==> config.mk <==
export PLATFORM = sky130hd
export DESIGN_NAME = calendar_date_adder
export DESIGN_NICKNAME = d
export VERILOG_FILES = /design/src/rtl/core/cdadd_pkg.sv /design/src/rtl/core/cdadd_useq.sv /design/src/rtl/core/cdadd_datapath.sv /design/src/rtl/core/calendar_date_adder.sv
export SDC_FILE = /design/constraint.sdc
export NUM_CORES = 1
export LEC_CHECK = 0
export BUFFER_PORTS_ARGS = -buffer_cell sky130_fd_sc_hd__buf_2
export CAP_MARGIN = 20
export CORE_ASPECT_RATIO = 2
export CORE_MARGIN = 2
export CORE_UTILIZATION = 58
export CTS_CLUSTER_DIAMETER = 120
export DETAILED_ROUTE_END_ITERATION = 16
export PLACE_DENSITY_LB_ADDON = 0.1
export SLEW_MARGIN = 25
export SYNTH_ARGS = -nofsm -noshare
export SYNTH_HDL_FRONTEND = slang
export SYNTH_HIERARCHICAL = 1
export SYNTH_SLANG_ARGS = --single-unit
export TNS_END_PERCENT = 50
==> constraint.sdc <==
create_clock -name clk_i -period 6.1 [get_ports clk_i]
set_input_delay 0.915 -clock clk_i [delete_from_list [all_inputs] [get_ports clk_i]]
set_output_delay 0.915 -clock clk_i [all_outputs]
set_load 0.02 [all_outputs]
==> src/rtl/core/cdadd_pkg.sv <==
// Shared types, constants and microprogram for the calendar date adder.
// No dependencies; imported by every module of the block.
`default_nettype none

package cdadd_pkg;

  // Widths of the working values
  localparam int ADD_BITS  = 16;
  localparam int YEAR_BITS = 16;
  localparam int DAY_W     = ((ADD_BITS > 11) ? ADD_BITS : 11) + 1;

  // Calendar constants
  localparam logic [3:0] MONTH_JAN  = 4'd1;
  localparam logic [3:0] MONTH_FEB  = 4'd2;
  localparam logic [3:0] MONTH_DEC  = 4'd12;
  localparam int         QUAD_DAYS  = 1461;  // days in any 48 consecutive months
  localparam int         QUAD_LIMIT = 1492;  // skip four years while above this
  localparam int         QUAD_YEARS = 4;

  // Micro-operations executed by the datapath
  typedef enum logic [2:0] {
    UOP_NOP,
    UOP_LOAD,
    UOP_ADD,
    UOP_SUBQ,
    UOP_SUBM,
    UOP_EMIT
  } uop_e;

  // Branch conditions tested by the sequencer
  typedef enum logic [2:0] {
    COND_ALWAYS,
    COND_IN_VALID,
    COND_BAD,
    COND_QUAD,
    COND_MONTH,
    COND_OUT_FREE
  } cond_e;

  localparam int UPC_W       = 3;
  localparam int UCODE_DEPTH = 1 << UPC_W;
  typedef logic [UPC_W-1:0] upc_t;

  // Program steps
  localparam upc_t PC_WAIT  = 3'd0;
  localparam upc_t PC_CHECK = 3'd1;
  localparam upc_t PC_ADD   = 3'd2;
  localparam upc_t PC_QUAD  = 3'd3;
  localparam upc_t PC_MONTH = 3'd4;
  localparam upc_t PC_EMIT  = 3'd5;

  // One control word: the op runs when the condition holds
  typedef struct packed {
    uop_e  uop;
    cond_e cond;
    upc_t  pc_true;
    upc_t  pc_false;
  } ucode_t;

  localparam ucode_t UCODE [UCODE_DEPTH] = '{
    '{UOP_LOAD, COND_IN_VALID, PC_CHECK, PC_WAIT },
    '{UOP_NOP,  COND_BAD,      PC_EMIT,  PC_ADD  },
    '{UOP_ADD,  COND_ALWAYS,   PC_QUAD,  PC_QUAD },
    '{UOP_SUBQ, COND_QUAD,     PC_QUAD,  PC_MONTH},
    '{UOP_SUBM, COND_MONTH,    PC_MONTH, PC_EMIT },
    '{UOP_EMIT, COND_OUT_FREE, PC_WAIT,  PC_EMIT },
    '{UOP_NOP,  COND_ALWAYS,   PC_WAIT,  PC_WAIT },
    '{UOP_NOP,  COND_ALWAYS,   PC_WAIT,  PC_WAIT }
  };

  // Control from sequencer to datapath
  typedef struct packed {
    uop_e uop;
    logic exec;
  } ctrl_t;

  // Status from datapath and handshake to sequencer
  typedef struct packed {
    logic in_valid;
    logic bad;
    logic day_gt_quad;
    logic day_gt_month;
    logic out_free;
  } status_t;

  // Length of a month; February is leap when the year is a multiple of four
  function automatic logic [4:0] month_len(input logic [3:0] month, input logic leap);
    logic [4:0] len;
    begin
      unique case (month)
        4'd1, 4'd3, 4'd5, 4'd7, 4'd8, 4'd10, 4'd12: len = 5'd31;
        4'd4, 4'd6, 4'd9, 4'd11:                    len = 5'd30;
        MONTH_FEB:                                  len = leap ? 5'd29 : 5'd28;
        default:                                    len = 5'd0;
      endcase
      return len;
    end
  endfunction

endpackage

`default_nettype wire

==> src/rtl/core/cdadd_useq.sv <==
// Microcode sequencer: step counter, program table and branch logic.
// Depends on cdadd_pkg.
`default_nettype none

module cdadd_useq
  import cdadd_pkg::*;
(
  input  wire     clk_i,
  input  wire     rst_ni,
  input  status_t status_i,
  output ctrl_t   ctrl_o,
  output logic    in_ready_o
);

  upc_t   pc_q, pc_d;
  ucode_t word;
  logic   cond_ok;

  // Fetch and evaluate the branch condition
  always_comb begin
    word = UCODE[pc_q];
    unique case (word.cond)
      COND_ALWAYS:   cond_ok = 1'b1;
      COND_IN_VALID: cond_ok = status_i.in_valid;
      COND_BAD:      cond_ok = status_i.bad;
      COND_QUAD:     cond_ok = status_i.day_gt_quad;
      COND_MONTH:    cond_ok = status_i.day_gt_month;
      COND_OUT_FREE: cond_ok = status_i.out_free;
      default:       cond_ok = 1'b0;
    endcase
    pc_d        = cond_ok ? word.pc_true : word.pc_false;
    ctrl_o.uop  = word.uop;
    ctrl_o.exec = cond_ok;
    in_ready_o  = (word.uop == UOP_LOAD);
  end

  // Step counter
  always_ff @(posedge clk_i or negedge rst_ni) begin
    if (!rst_ni) begin
      pc_q <= PC_WAIT;
    end else begin
      pc_q <= pc_d;
    end
  end

endmodule

`default_nettype wire

==> src/rtl/core/cdadd_datapath.sv <==
// Datapath: day, month and year working registers and the result register.
// Depends on cdadd_pkg; driven by cdadd_useq control words.
`default_nettype none

module cdadd_datapath
  import cdadd_pkg::*;
(
  input  wire         clk_i,
  input  wire         rst_ni,
  input  ctrl_t       ctrl_i,
  input  wire  [4:0]  start_day_i,
  input  wire  [3:0]  start_month_i,
  input  wire  [15:0] start_year_i,
  input  wire  [15:0] days_to_add_i,
  input  wire         out_ready_i,
  output logic        bad_o,
  output logic        day_gt_quad_o,
  output logic        day_gt_month_o,
  output logic        out_free_o,
  output logic        out_valid_o,
  output logic [4:0]  result_day_o,
  output logic [3:0]  result_month_o,
  output logic [15:0] result_year_o,
  output logic        bad_month_o,
  output logic        year_wrapped_o
);

  localparam int YEAR_W1 = YEAR_BITS + 1;

  logic [DAY_W-1:0]     day_q;
  logic [3:0]           month_q;
  logic [YEAR_BITS-1:0] year_q;
  logic [ADD_BITS-1:0]  days_q;
  logic                 bad_q, wrap_q;

  logic [4:0]           res_day_q;
  logic [3:0]           res_month_q;
  logic [15:0]          res_year_q;
  logic                 res_bad_q, res_wrap_q, out_valid_q, out_valid_d;

  logic [4:0]           mlen;
  logic [YEAR_W1-1:0]   year_sum;
  logic                 run;

  // Month length, comparisons and the shared year adder
  always_comb begin
    mlen           = month_len(month_q, year_q[1:0] == 2'b00);
    day_gt_month_o = day_q > DAY_W'(mlen);
    day_gt_quad_o  = day_q > DAY_W'(QUAD_LIMIT);
    year_sum       = {1'b0, year_q}
                   + ((ctrl_i.uop == UOP_SUBQ) ? YEAR_W1'(QUAD_YEARS) : YEAR_W1'(1));
    run            = ctrl_i.exec;
    out_free_o     = !out_valid_q || out_ready_i;
    bad_o          = bad_q;
  end

  // Working registers
  always_ff @(posedge clk_i) begin
    if (run) begin
      unique case (ctrl_i.uop)
        UOP_LOAD: begin
          day_q   <= DAY_W'(start_day_i);
          month_q <= start_month_i;
          year_q  <= YEAR_BITS'(start_year_i);
          days_q  <= ADD_BITS'(days_to_add_i);
          bad_q   <= (start_month_i < MONTH_JAN) || (start_month_i > MONTH_DEC);
          wrap_q  <= 1'b0;
        end
        UOP_ADD: begin
          day_q <= day_q + DAY_W'(days_q);
        end
        UOP_SUBQ: begin
          day_q  <= day_q - DAY_W'(QUAD_DAYS);
          year_q <= year_sum[YEAR_BITS-1:0];
          wrap_q <= wrap_q | year_sum[YEAR_BITS];
        end
        UOP_SUBM: begin
          day_q <= day_q - DAY_W'(mlen);
          if (month_q == MONTH_DEC) begin
            month_q <= MONTH_JAN;
            year_q  <= year_sum[YEAR_BITS-1:0];
            wrap_q  <= wrap_q | year_sum[YEAR_BITS];
          end else begin
            month_q <= month_q + 4'd1;
          end
        end
        default: begin
        end
      endcase
    end
  end

  // Result register; takes a new item once the previous one is gone
  always_comb begin
    out_valid_d = out_valid_q && !out_ready_i;
    if (run && ctrl_i.uop == UOP_EMIT) begin
      out_valid_d = 1'b1;
    end
  end

  always_ff @(posedge clk_i or negedge rst_ni) begin
    if (!rst_ni) begin
      out_valid_q <= 1'b0;
    end else begin
      out_valid_q <= out_valid_d;
    end
  end

  always_ff @(posedge clk_i) begin
    if (run && ctrl_i.uop == UOP_EMIT) begin
      res_day_q   <= day_q[4:0];
      res_month_q <= month_q;
      res_year_q  <= 16'(year_q);
      res_bad_q   <= bad_q;
      res_wrap_q  <= wrap_q;
    end
  end

  assign out_valid_o    = out_valid_q;
  assign result_day_o   = res_day_q;
  assign result_month_o = res_month_q;
  assign result_year_o  = res_year_q;
  assign bad_month_o    = res_bad_q;
  assign year_wrapped_o = res_wrap_q;

endmodule

`default_nettype wire

==> src/rtl/core/calendar_date_adder.sv <==
// Top level of the calendar date adder: microcode sequencer plus datapath.
// Depends on cdadd_pkg, cdadd_useq and cdadd_datapath.
//
//   channel | direction | handshake               | payload
//   --------+-----------+-------------------------+-----------------------------------
//   in      | input     | in_valid_i / in_ready_o | start_day, start_month, start_year,
//           |           |                         | days_to_add
//   out     | output    | out_valid_o/out_ready_i | result_day, result_month,
//           |           |                         | result_year, bad_month, year_wrapped
//
// One item at a time. An item runs the load, check and add steps, then four-year skips
// while the running day count exceeds 1492 (at most 44), then month steps while the day
// exceeds the month length (at most 49), for a 16-bit day count, and then the emit step.
// A bad month skips straight from the check step to the result.
// Reset clears the step counter and the result valid flag only.
// A stalled result holds in its register; the next item waits at the emit step.
`default_nettype none

module calendar_date_adder
  import cdadd_pkg::*;
(
  input  wire         clk_i,
  input  wire         rst_ni,
  input  wire         in_valid_i,
  output logic        in_ready_o,
  input  wire  [4:0]  start_day_i,
  input  wire  [3:0]  start_month_i,
  input  wire  [15:0] start_year_i,
  input  wire  [15:0] days_to_add_i,
  output logic        out_valid_o,
  input  wire         out_ready_i,
  output logic [4:0]  result_day_o,
  output logic [3:0]  result_month_o,
  output logic [15:0] result_year_o,
  output logic        bad_month_o,
  output logic        year_wrapped_o
);

  ctrl_t   ctrl;
  status_t status;
  logic    bad, day_gt_quad, day_gt_month, out_free;

  assign status = '{
    in_valid:     in_valid_i,
    bad:          bad,
    day_gt_quad:  day_gt_quad,
    day_gt_month: day_gt_month,
    out_free:     out_free
  };

  cdadd_useq u_useq (
    .clk_i      (clk_i),
    .rst_ni     (rst_ni),
    .status_i   (status),
    .ctrl_o     (ctrl),
    .in_ready_o (in_ready_o)
  );

  cdadd_datapath u_datapath (
    .clk_i          (clk_i),
    .rst_ni         (rst_ni),
    .ctrl_i         (ctrl),
    .start_day_i    (start_day_i),
    .start_month_i  (start_month_i),
    .start_year_i   (start_year_i),
    .days_to_add_i  (days_to_add_i),
    .out_ready_i    (out_ready_i),
    .bad_o          (bad),
    .day_gt_quad_o  (day_gt_quad),
    .day_gt_month_o (day_gt_month),
    .out_free_o     (out_free),
    .out_valid_o    (out_valid_o),
    .result_day_o   (result_day_o),
    .result_month_o (result_month_o),
    .result_year_o  (result_year_o),
    .bad_month_o    (bad_month_o),
    .year_wrapped_o (year_wrapped_o)
  );

  // An accepted item keeps the input closed on the next cycle
  a_busy_after_accept: assert property (
    @(posedge clk_i) disable iff (!rst_ni)
    in_valid_i && in_ready_o |=> !in_ready_o
  ) else $error("input ready straight after an accepted item");

  // A passed-through bad month never reports a year wrap
  a_bad_no_wrap: assert property (
    @(posedge clk_i) disable iff (!rst_ni)
    out_valid_o && bad_month_o |-> !year_wrapped_o
  ) else $error("bad month item flagged a year wrap");

  // A good item ends in a real month
  a_month_range: assert property (
    @(posedge clk_i) disable iff (!rst_ni)
    out_valid_o && !bad_month_o |->
      (result_month_o >= MONTH_JAN) && (result_month_o <= MONTH_DEC)
  ) else $error("result month out of range");

endmodule

`default_nettype wire
After elaboration in Yosys (flattened, before gate mapping)
Memory sizes are Yosys's and may differ from the RTL's.
Index checks and enable logic that the tools add are counted.

word-level totals
  register bits = 86
  memory bits (read-only) = 96
  input port bits = 45
  word-level logic and storage cells = 81
  memories = 1

operators by class
  $add $sub $neg = 5
  order comparisons = 5
  equal/unequal tests = 23
  muxes and demuxes = 15
  bitwise logic cells = 2
  reductions and logical operators = 17

memory list
  name              depth  bits a word  rd ports  clocked after memory_dff  wr ports  RTL line          source
  (name not given)  8      12           1         0                         0         cdadd_useq.sv:21  word = UCODE[pc_q];

operators by type and width
  operator                count
  $pmux 17 s4             1
  $pmux 16 s3             1
  $mux 12                 2
  $eq 4x4->1 const B      5
  $add 16x17->17          1
  $add 17x16->17          1
  $gt 17x11->1 const B    1
  $gt 17x5->1             1
  $sub 17x11->17 const B  1
  $sub 17x5->17           1
  $eq 4x3->1 const B      4
  $mux 16                 1
  $pmux 5 s3              1
  $eq 3x2->1 const B      4
  $eq 3x3->1 const B      4
  $eq 4x2->1 const B      2
  $pmux 4 s2              1
  $reduce_or 7->1         1
  $eq 3x1->1 const B      2
  $mux 3                  2
  $pmux 1 s6              1
  $reduce_and 2->1        3
  $add 4x1->4 const B     1
  $eq 4x1->1 const B      1
  19 further kinds        24

Longest topological paths before layout
  word-level depth = 10
  mapped depth = 19
  gate-level depth less buffers = 18

Cells and area by module
Netlist, hierarchy kept.

by module, submodules not included
  module          times used  cells an instance  area an instance (sq um)  sequential area each (sq um)
  cdadd_datapath  1           467                5047.3                    2487.4
  cdadd_useq      1           33                 301.5                     75.1

Worst setup path before layout
Ideal clock, no wire load.

  path kind = reg-to-reg
  start = reg u_datapath.month_q[0]
  end = reg u_datapath.month_q[0], enable pin
  library setup time = 0.308 ns
  data arrival time = 4.090 ns
  data required time = 5.792 ns
  setup slack = 1.702 ns
  stages on the path, launching flop included = 18
  buffers on the path = 1
  period minus slack after synthesis = 4.398 ns
  cell sequence = edfxtp_1 -> inv_1 -> ha_1 -> inv_1 -> a32o_1 -> inv_1 -> nor2_1 -> ha_1 -> nand2_1 -> nor2_1 -> a2111oi_4 -> o21ai_0 -> a22o_1 -> a211o_1 -> buf_4 -> nand2_1 -> nor3_1 -> a21o_1

on the way
  longest elaborated chain between the ends = 6
  elaborated cells on any way between the ends = 18

RTL lines
  what                                                       RTL line                   source
  from (decl)                                                cdadd_datapath.sv:31       logic [3:0] month_q;
  from (signal assigned)                                     cdadd_datapath.sv:63       month_q <= start_month_i;
  from (signal assigned)                                     cdadd_datapath.sv:84       month_q <= month_q + 4'd1;
  $eq 4x1->1, or another cell as far along                   cdadd_pkg.sv:90            unique case (month)
  $reduce_or 7->1 / $reduce_or 4->1 (equally long branches)  cdadd_pkg.sv:90
  $pmux 5 s3 *                                               cdadd_pkg.sv:90
  $gt 17x5->1 *                                              cdadd_datapath.sv:48       day_gt_month_o = day_q > DAY_W'(mlen);
  net day_gt_month                                           calendar_date_adder.sv:41  logic bad, day_gt_quad, day_gt_month, out_free;
  $pmux 1 s6 *                                               cdadd_useq.sv:22           unique case (word.cond)
  net u_useq.cond_ok                                         cdadd_useq.sv:17           logic cond_ok;
  $reduce_and 2->1 (no source line) *                        --

The timed path passes the listed nets; every way through them passes the cells marked *.
A chain may end at the register's enable or synchronous reset.

==> impl_metrics.yaml <==
run_status:
  outcome: "finished clean"
sta:
  slew_headroom: 0.435
  skew_ns: 0.00606
  tns_ns: 0
  max_freq_mhz: 195
  rsz0062_at_grt: "no"
  slew_violations: 0
  layout_setup_ws_ns: 0.973
  finalCritPeriodShare: 0.840
  setup_violations: 0
  hold_viol: 0
  worst_pin_slew_ns: 0.847
  fin_crit_ns: 5.13
  whs_ns: 0.371
detailed_routing:
  dr.first_iter.drc_count: 230
  drt_wl_total_mm: 12.8
  drc_errors: 0
  routedWlPerCell_um: 18.7
  ant_nets: 0
  vias: 4143
  viasPerCell: 6.07
  dr.pass1.iters: 6
layout:
  drive_gt1_frac: 0.205
  layout_commonest_cell: "edfxtp_1"
  design_area_sq_um: 6130
  syn_to_final_growth_pct: 14.5
  final_cell_mix: "edfxtp_1 (82), buf_2 (73), nand2_1 (53)"
  finalNetCount: 657
  n_antenna_cell: 0
place:
  place_area_sq_um: 5820
  pre_cts_ws_ns: 1.10
  gp_congestion: 0.941
  port_buffers: 73
  dp_hpwl_mm: 9.96
die:
  core_area_sq_um: 8950
  initial_core_util: 0.598
  die_w_um: 71.9
  ios: 74
  chipHeight_um: 140
  std_cell_rows: 49
  dieArea_sq_um: 10100
synthesis:
  synth_top_area_share: 0.460
  avgSynthCellArea_sq_um: 10.7
  ys_types: 67
  ys_warn_count: 6
  synth.cell_area_sq_um: 5350
  synth_largest_area_cell: "edfxtp_1"
  synthTopCellsByArea: "edfxtp_1 (46%), ha_1 (8.0%), xnor2_1 (4.1%)"
  yosysSeqAreaShare: 0.479
  async_reset_ff_frac: 0.0465
  synth_edf_count: 82
  ys.flop_type: "edfxtp_1"
  synthCells: 500
  syn_nets: 581
  ys_seq_elements: 86
global_route:
  overflow: 0
  grt_pass1_wl_mm: 20.3
  grt_max_degree: 32
  grt.met1_usage: 0.251
  busiest_layer: "met2"
  grtUsageMet3: 0.0398
  track_usage: 0.266
  grt_use_met2: 0.497
  antenna_found_initial: 0
  grt_pass1_vias: 4265
setup_path:
  rrSetupSlack_ns: 0.97
  timing.rr.start: "u_useq/pc_q[1]"
  crit_arrival_ns: 5.18
  r2r_end: "u_datapath/day_q[12]"
  cp_max_fo: 11
  r2r_cells: 17
  startpoint_type: "register"
  endpoint_kind: "register"
  worstSetupPathType: "register to register"
  crit_required_ns: 6.16
clocking:
  clockBufferDepth: 2
  cts_tree: "yes"
  cts_setup_buffers: 0
  cts_hold_buffers: 0
  cts_buffers: 9
  htreeDepth: 3
  cts_root_buffer: "clkbuf_16"
  worst_skew_pair.late_latency_ns: 0.34
  clk_pin_slew_ns: 0.06
  cts_resized: 0
  cts_sinks: 86
flow_run:
  maxCapViolCount: 0
min_path:
  hold_path.class: "primary input to async pin"
[worst max-delay path by stage]
stage                                     start               endpoint  depth (start not counted)
after floorplan           u_datapath/month_q[0]  u_datapath/month_q[0]                         17
final                            u_useq/pc_q[1]   u_datapath/day_q[12]                         17
after global routing             u_useq/pc_q[1]   u_datapath/day_q[12]                         17
after CTS                        u_useq/pc_q[1]   u_datapath/day_q[12]                         17
after global placement           u_useq/pc_q[1]   u_datapath/day_q[12]                         17
after detailed placement         u_useq/pc_q[1]   u_datapath/day_q[12]                         17
[cells by family after synthesis]
group	after synthesis	synth area share
buffers and inverters	27	0.0204
xor gates and xnor gates	49	0.0802
AOI/OAI and AO/OA	128	0.156
and+or+nand+nor	167	0.163
adders and majority gates	36	0.0870
muxes	7	0.0136
DFF	86	0.479
[worst max-delay path: stages, from the launching register on]
cell	delay, ns
dfrtp_1	0.50
inv_1	0.17
ha_1	0.37
mux2i_1	0.41
inv_1	0.12
nor2_1	0.66
clkinv_1	0.47
nand2_1	0.17
ha_1	0.17
inv_1	0.05
fa_1	0.41
a211oi_1	0.27
o21bai_1	0.14
a21oi_1	0.39
nand2_1	0.10
a21oi_1	0.17
xor2_1	0.16
o22ai_1	0.10
[flip-flops by register name, indices dropped and copies added, names as in the netlist, 3 cells and up]
| name | count |
|---|---|
| u_datapath/day_q | 17 |
| u_datapath/days_q | 16 |
| u_datapath/result_year_o | 16 |
| u_datapath/year_q | 16 |
| u_datapath/result_day_o | 5 |
| u_datapath/month_q | 4 |
| u_datapath/result_month_o | 4 |
| u_useq/pc_q | 3 |
[final cells by class]
| cell class | instances | area [sq um] |
|---|---|---|
| Multi-Input combinational cell | 387 | 2690 |
| Timing Repair Buffer | 75 | 380 |
| Fill cell | 694 | 2830 |
| Clock buffer | 9 | 225 |
| Sequential cell | 86 | 2560 |
| Clock inverter | 7 | 73.8 |
| Inverter | 17 | 63.8 |
| Tap cell | 102 | 128 |
[cell usage after synthesis, drive strengths merged (5+ instances only)]
cell type	count
a211oi	7
a21o	6
a21oi	27
and3	6
clkbuf	6
edfxtp	82
ha	34
inv	16
mux2i	5
nand2	53
nand2b	11
nand3	13
nand4	6
nor2	43
nor2b	8
nor3	12
nor4	5
o21ai	46
o22ai	12
xnor2	25
xor2	24
[routing by layer]
layer / vias up / wire [um]
li1: 2005 / -
met2: 142 / 7020
met4: 0 / 910
met1: 1946 / 4310
met3: 50 / 527
met5: - / 0
[through the flow]
| step | std cells | utilization |
|---|---|---|
| 3_5_place_dp | 667 | 0.650 |
| 3_3_place_gp | 667 | 0.650 |
| 4_1_cts | 683 | 0.684 |
| 5_1_grt | 683 | 0.684 |
| 6_report | 683 | 0.684 |
| 2_1_floorplan | 500 | - |
Power is not shown: default switching activity piles up to over one toggle a cycle in this logic, so the estimate is an artifact.
